[src/hw/rtl/wlg_pkg.sv]
// Shared types and constants of the 5x5 window luminance gain filter.
// No dependencies.
package wlg_pkg;

  localparam int unsigned GainDiv  = 4876875;
  localparam int unsigned MaxHeight = 4096;
  localparam int unsigned MinSize   = 5;

  localparam int unsigned ChanW   = 8;
  localparam int unsigned GainW   = 9;
  localparam int unsigned WidthW  = 11;
  localparam int unsigned HeightW = 13;
  localparam int unsigned RowW    = 12;
  localparam int unsigned ColW    = 10;
  localparam int unsigned CfgIdxW = 2;
  localparam int unsigned CfgDatW = 13;

  // Neighborhood sum of 25 pixels of r+g+b fits in 15 bits; times gain in 25
  localparam int unsigned TotalW  = 15;
  localparam int unsigned WeightW = 25;

  typedef enum logic [CfgIdxW-1:0] {
    CFG_GAIN   = 2'd0,
    CFG_WIDTH  = 2'd1,
    CFG_HEIGHT = 2'd2
  } cfg_idx_e;

endpackage

[src/hw/rtl/wlg_chan.sv]
// One color channel: c + trunc(weighted * c / GainDiv), clamped to 0..255.
// Multiplies once, then divides by reciprocal multiplication and one correction step.
// Depends on wlg_pkg.
module wlg_chan (
  input  logic                               clk_i,
  input  logic                               rst_ni,
  input  logic                               start_i,
  input  logic signed [wlg_pkg::WeightW-1:0] weighted_i,
  input  logic        [wlg_pkg::ChanW-1:0]   chan_i,
  output logic                               done_o,
  output logic        [wlg_pkg::ChanW-1:0]   result_o
);

  localparam int unsigned MagW       = 31;
  localparam int unsigned ProdW      = wlg_pkg::WeightW + wlg_pkg::ChanW + 1;
  localparam int unsigned QuoW       = 9;
  localparam int unsigned EstW       = MagW + 10;
  localparam int unsigned RecipShift = 32;
  // floor(2^32 / GainDiv); the quotient estimate is low by at most one
  localparam logic [EstW-1:0] Recip = EstW'((64'd1 << RecipShift) / wlg_pkg::GainDiv);

  logic [1:0]                  stage_q;
  logic                        done_q;
  logic [MagW-1:0]             mag_q;
  logic                        neg_q;
  logic [QuoW-1:0]             est_q;
  logic [QuoW-1:0]             quo_q;
  logic [wlg_pkg::ChanW-1:0]   chan_q;

  logic signed [ProdW-1:0]     prod;
  logic [ProdW-1:0]            prod_abs;
  logic [EstW-1:0]             est;
  logic [MagW-1:0]             back;
  logic [MagW-1:0]             rem;
  logic signed [9:0]           sum;

  assign prod     = weighted_i * $signed({1'b0, chan_i});
  assign prod_abs = prod[ProdW-1] ? ProdW'(-prod) : ProdW'(prod);
  assign est      = EstW'(mag_q) * Recip;
  assign back     = MagW'(est_q) * MagW'(wlg_pkg::GainDiv);
  assign rem      = mag_q - back;

  always_ff @(posedge clk_i or negedge rst_ni) begin
    if (!rst_ni) begin
      stage_q <= '0;
      done_q  <= 1'b0;
    end else begin
      stage_q <= {stage_q[0], start_i};
      done_q  <= stage_q[1];
    end
  end

  always_ff @(posedge clk_i) begin
    if (start_i) begin
      mag_q  <= prod_abs[MagW-1:0];
      neg_q  <= prod[ProdW-1];
      chan_q <= chan_i;
    end
    if (stage_q[0]) begin
      est_q <= est[RecipShift +: QuoW];
    end
    if (stage_q[1]) begin
      // bump the estimate when a whole divisor is still left over
      quo_q <= (rem >= MagW'(wlg_pkg::GainDiv)) ? est_q + QuoW'(1) : est_q;
    end
  end

  always_comb begin
    sum = neg_q ? $signed({2'b00, chan_q}) - $signed({1'b0, quo_q})
                : $signed({2'b00, chan_q}) + $signed({1'b0, quo_q});
    if (sum[9]) begin
      result_o = '0;
    end else if (sum > 10'sd255) begin
      result_o = '1;
    end else begin
      result_o = sum[wlg_pkg::ChanW-1:0];
    end
  end

  assign done_o = done_q;

  a_done_after_stage: assert property (@(posedge clk_i) disable iff (!rst_ni)
    done_q |-> $past(stage_q[1])) else $error("done without a division in flight");
  a_no_restart: assert property (@(posedge clk_i) disable iff (!rst_ni)
    (stage_q != 2'b00) |-> !start_i) else $error("start while dividing");
  a_start_stage: assert property (@(posedge clk_i) disable iff (!rst_ni)
    start_i |=> stage_q[0]) else $error("division did not begin");

endmodule

[config.mk]
export PLATFORM = sky130hd
export DESIGN_NAME = wlg_chan
export DESIGN_NICKNAME = d
export VERILOG_FILES = /design/src/hw/rtl/wlg_pkg.sv /design/src/hw/rtl/wlg_chan.sv
export SDC_FILE = /design/constraint.sdc
export NUM_CORES = 1
export LEC_CHECK = 0
export ABC_AREA = 1
export BUFFER_PORTS_ARGS = -buffer_cell sky130_fd_sc_hd__buf_2
export CORE_ASPECT_RATIO = 1.25
export CORE_MARGIN = 1
export CORE_UTILIZATION = 65
export CTS_CLUSTER_SIZE = 16
export DETAILED_ROUTE_END_ITERATION = 12
export PLACE_DENSITY = 0.82
export SLEW_MARGIN = 20
export SYNTH_ARGS = -nofsm -noshare
export SYNTH_HDL_FRONTEND = slang
export SYNTH_SLANG_ARGS = --single-unit
[constraint.sdc]
create_clock -name clk_i -period 7.1 [get_ports clk_i]
set_input_delay 0 -clock clk_i [delete_from_list [all_inputs] [get_ports clk_i]]
set_output_delay 0 -clock clk_i [all_outputs]
set_load 0.02 [all_outputs]
Word level (Yosys, flattened, before mapping)
Index checks and enable logic that the tools add are counted.
- mux-type cells: 5
- multiply operators: 3
- add/subtract/negate cells: 5
- order comparisons: 2
- operators with widths (operator ; count):
    31-bit by 6-bit multiplier with 37-bit output, second input constant ; 1
    25-bit by 9-bit multiplier with 34-bit output ; 1
    31-bit by 23-bit greater-or-equal comparator with 1-bit output, second input constant ; 1
    9-bit by 23-bit multiplier with 31-bit output, second input constant ; 1
    31-bit 2-to-1 mux ; 1
    31-bit negation ; 1
    31-bit subtractor ; 1
    8-bit 2-to-1 mux ; 2
    8-bit by 9-bit adder with 10-bit output ; 1
    10-bit by 9-bit greater-than comparator with 1-bit output, second input constant ; 1
    10-bit 2-to-1 mux ; 1
    8-bit by 9-bit subtractor with 10-bit output ; 1
    9-bit by 1-bit adder with 9-bit output, second input constant ; 1
    9-bit 2-to-1 mux ; 1
- output and inout bits: 9
- logic and storage cells: 22
- input bits: 36
- register bits: 61

Longest topological paths before layout
- depth in word-level cells: 5
- gate-level depth with buffers: 32
- mapped depth without buffers: 30

Worst setup path before layout
OpenSTA, ideal clock, no wires.
- kind: register to register
- from: register est_q[7]
- to: register quo_q[0], data pin
- setup slack: 2.046 ns
- clock period less this slack: 5.054 ns
- stages on the path, launching flop included: 27
- data required time: 6.847 ns
- arrival time: 4.801 ns
- path through: edfxtp_1 -> inv_1 -> ha_1 -> inv_1 -> fa_1 -> inv_1 -> fa_1 -> inv_1 -> fa_1 -> fa_1 -> inv_1 -> ha_1 -> nand2_1 -> nor2_1 -> nand2_1 -> nor3_2 -> nand2_1 -> nand2_1 -> nand2_1 -> nand2_1 -> nand2_1 -> nor2_2 -> nand2_2 -> nor2_8 -> nand2_4 -> nand2_1 -> nand2_1
- word-level cells in the longest chain between the ends: 4
- RTL lines (what ; line ; text):
    start: declaration ; wlg_chan.sv:26 ; logic [QuoW-1:0] est_q;
    start signal: assignment ; wlg_chan.sv:60 ; est_q <= est[RecipShift +: QuoW];
    9-bit by 23-bit multiplier with 31-bit output ; wlg_chan.sv:40 ; assign back = MagW'(est_q) * MagW'(wlg_pkg::GainDiv);
    31-bit subtractor ; wlg_chan.sv:41 ; assign rem = mag_q - back;
    31-bit by 23-bit greater-or-equal comparator with 1-bit output ; wlg_chan.sv:64 ; quo_q <= (rem >= MagW'(wlg_pkg::GainDiv)) ? est_q + QuoW'(1) : est_q;
    9-bit 2-to-1 mux ; wlg_chan.sv:64 ;
    end signal: assignment ; wlg_chan.sv:64 ;
    end: declaration ; wlg_chan.sv:27 ; logic [QuoW-1:0] quo_q;
Every way passes these cells.
A chain may end at the register's enable or synchronous reset.

Worst setup path in the final report
Same ends and word-level chain as after synthesis.

==> impl_metrics.sql <==
INSERT INTO impl_metrics (metric_group, metric, value, unit) VALUES
('outcome', 'outcome', 'complete, no violations', ''),
('floorplanning', 'core_box_area', '31900', 'sq um'),
('timing', 'final-max-slew-violation-count', '0', ''),
('floorplanning', 'dieWidth', '163', 'um'),
('setup_path', 'timing.critical_path.from_type', 'flip-flop', ''),
('setup_path', 'worstSetupEndpointType', 'flip-flop', ''),
('floorplanning', 'top_level_ports', '45', ''),
('synthesis', 'netlist_area', '21100', 'sq um'),
('setup_path', 'timing.critical_path.fanout_max', '12', ''),
('floorplanning', 'die-area', '33100', 'sq um'),
('timing', 'final.min_clock_period', '5.97', 'ns'),
('clocking', 'cts_made_buffers', '9', ''),
('placed_design', 'gp_congestion', '1.03', ''),
('routing', 'via_per_inst', '5.29', ''),
('timing', 'layout_worst_path_cycle_share', '84.1', '%'),
('global_route', 'number_of_global_route_vias_before_repair', '19153', ''),
('final_layout', 'post_route_cells_drive_above_1_share', '4.50', '%'),
('synthesis', 'ys_flop_type', 'sky130_fd_sc_hd__edfxtp_1', ''),
('clocking', 'cts_tree', 'yes', ''),
('routing', 'drt.antenna.violating_nets', '0', ''),
('routing', 'route.final.wire_length', '54400', 'um'),
('global_route', 'track_usage', '35.2', '%'),
('global_route', 'grt_start_max_net_pins', '42', ''),
('clocking', 'numClockSinks', '61', ''),
('synthesis', 'synth_top_area_cell', 'sky130_fd_sc_hd__fa_1', ''),
('setup_path', 'worst_setup_path_startpoint', 'est_q[7]', ''),
('final_layout', 'antenna_cells', '0', ''),
('synthesis', 'postSynthNetCount', '3552', ''),
('clocking', 'cts.path.max_buffers', '2', ''),
('timing', 'final-hold-violation-count', '0', ''),
('setup_path', 'path_common_cell', 'sky130_fd_sc_hd__nand2_1', ''),
('placed_design', 'place_area', '21600', 'sq um'),
('timing', 'maxSlewHeadroom', '39.3', '%'),
('routing', 'wl_met2', '29800', 'um'),
('global_route', 'grt_pass1_wl', '89900', 'um'),
('final_layout', 'synthToLayoutAreaGrowth', '3.85', '%'),
('clocking', 'clkTransAtPathRegs', '0.06', 'ns'),
('routing', 'drt_first_pass_iters', '7', ''),
('setup_path', 'worst-endpoint-required', '7.21', 'ns'),
('routing', 'remaining_design_rule_violation_count', '0', ''),
('routing', 'route.vias.total', '17928', ''),
('final_layout', 'final_area', '21900', 'sq um'),
('clocking', 'root_buffer', 'sky130_fd_sc_hd__clkbuf_16', ''),
('timing', 'fin_tns_setup', '0', 'ns'),
('floorplanning', 'floorplan.rows', '73', ''),
('routing', 'top_routing_layer_in_use', 'met4', ''),
('synthesis', 'synth-warning-count', '0', ''),
('routing', 'routedWlPerCell', '16.0', 'um'),
('timing', 'grt_setup_unrepaired', 'no', ''),
('setup_path', 'timing.critical_path.slowest_stage_cell', 'sky130_fd_sc_hd__edfxtp_1', ''),
('synthesis', 'post_synth_main_area_contributors', 'sky130_fd_sc_hd__fa_1 (29%), sky130_fd_sc_hd__inv_1 (15%), sky130_fd_sc_hd__nand2_1 (15%), sky130_fd_sc_hd__ha_1 (14%), sky130_fd_sc_hd__edfxtp_1 (8.3%)', ''),
('synthesis', 'post_synth_edffs', '58', ''),
('clocking', 'clock_latency', '0.36', 'ns'),
('synthesis', 'synth_commonest_cells', 'sky130_fd_sc_hd__inv_1 (856), sky130_fd_sc_hd__nand2_1 (836), sky130_fd_sc_hd__fa_1 (306)', ''),
('global_route', 'grt_antenna_before_repair', '0', ''),
('hold_path', 'path_class_of_the_lowest_slack_min_delay_path', 'input pin to flip-flop', ''),
('synthesis', 'yosys.cell_types.count', '51', ''),
('synthesis', 'asyncSetResetFlopFracSynth', '4.92', '%'),
('setup_path', 'timing.reg2reg.setup_slack', '1.13', 'ns'),
('run', 'drv_cap', '0', ''),
('setup_path', 'r2r_cells', '26', ''),
('synthesis', 'netlist_instances', '2971', ''),
('setup_path', 'critical_path_arrival', '6.08', 'ns'),
('clocking', 'cts-htree-levels', '3', ''),
('timing', 'timing.final.setup_violations', '0', ''),
('synthesis', 'synth_seq_area_share', '8.62', '%'),
('setup_path', 'reg2reg_from', 'est_q[7]', ''),
('setup_path', 'timing_worst_setup_path_type', 'flip-flop to flip-flop', ''),
('floorplanning', 'die_h', '203', 'um'),
('synthesis', 'synth_top_cell_area_share', '29.1', '%'),
('setup_path', 'crit_end', 'quo_q[0]', '');
cells by family (layout without fill, tap and decap cells):
logic type | count (synthesis) | count (layout) | synth area share, %
adders and majority gates | 545 | 545 | 43.3
DFF | 61 | 61 | 8.62
AOI/OAI and AO/OA | 139 | 139 | 3.75
buffers and inverters | 921 | 930 | 16.7
and+or+nand+nor | 1233 | 1233 | 24.7
xor gates and xnor gates | 72 | 72 | 2.99
through the flow:
step | std cells | hold WS, ns | utilization (%) | setup WS, ns
after floorplan | 2971 | -0.296 | - | 2.05
after global placement | 3374 | -0.200 | 67.6 | 1.24
after detailed placement | 3374 | -0.199 | 67.6 | 1.19
after CTS | 3392 | 0.0895 | 68.6 | 1.18
after global routing | 3392 | 0.121 | 68.6 | 0.745
final | 3392 | 0.103 | 68.6 | 1.13
final cells by class:
cell class                      instances  area [sq um]
Timing Repair Buffer                   49           263
Fill cell                            2789         10000
Inverter                              865          3250
Sequential cell                        61          1820
Clock inverter                          7          73.8
Clock buffer                            9           225
Tap cell                              412           515
Multi-Input combinational cell       1989         15700
routing by layer:
| layer | up-vias | track usage [%] |
|---|---|---|
| li1 | 8761 | - |
| met1 | 8500 | 34.2 |
| met2 | 473 | 68.8 |
| met3 | 194 | 2.91 |
| met4 | 0 | 24.5 |
| met5 | - | 0 |
worst min-delay path by stage:
stage | startpoint | endpoint | slack (ns) | depth (start not counted)
CTS | weighted_i[0] | mag_q[0] | 0.09 | 3
detailed placement | rst_ni | done_o | -0.20 | 1
finish | weighted_i[0] | mag_q[0] | 0.10 | 3
floorplan | rst_ni | done_o | -0.30 | 0
global route | weighted_i[0] | mag_q[0] | 0.12 | 3
global placement | rst_ni | done_o | -0.20 | 1
placed cells by master (no fill, tap or decap), types with 8 or more instances in the layout:
| cell type | synthesis | layout |
|---|---|---|
| sky130_fd_sc_hd__inv_1 | 856 | 856 |
| sky130_fd_sc_hd__nand2_1 | 836 | 836 |
| sky130_fd_sc_hd__fa_1 | 306 | 306 |
| sky130_fd_sc_hd__ha_1 | 239 | 239 |
| sky130_fd_sc_hd__nor2_1 | 155 | 155 |
| sky130_fd_sc_hd__nand3_1 | 105 | 105 |
| sky130_fd_sc_hd__a21oi_1 | 78 | 78 |
| sky130_fd_sc_hd__edfxtp_1 | 58 | 58 |
| sky130_fd_sc_hd__nand4_1 | 55 | 55 |
| sky130_fd_sc_hd__xor2_1 | 52 | 52 |
| sky130_fd_sc_hd__buf_2 | 3 | 44 |
| sky130_fd_sc_hd__o21ai_0 | 25 | 25 |
| sky130_fd_sc_hd__xnor2_1 | 20 | 20 |
| sky130_fd_sc_hd__nor2_2 | 18 | 18 |
| sky130_fd_sc_hd__nand2_2 | 17 | 17 |
| sky130_fd_sc_hd__nor3_1 | 11 | 11 |
| sky130_fd_sc_hd__clkbuf_16 | 0 | 9 |
| sky130_fd_sc_hd__o21bai_1 | 8 | 8 |
sequential cells by signal, indices dropped and copies added, names as in the netlist:
name     cells
stage_q      2
neg_q        1
mag_q       31
quo_q        9
est_q        9
chan_q       8
done_o       1
worst max-delay path, delay by kind of cell (launching register included):
| family | cells | cell delay (ns) |
|---|---|---|
| fa+ha+maj | 6 | 2.67 |
| flops | 1 | 0.70 |
| buf+inv | 5 | 0.40 |
| simple gates | 15 | 1.94 |
repair_timing:
action	CTS	global route
hold buffers	2	0
gates resized for setup	0	0
endpoints found under the hold margin	3	0
setup endpoints to repair	0	0
Power is left out: the tool's default activity adds up to more than one toggle a clock period on the data nets, which glitch-free logic cannot reach.
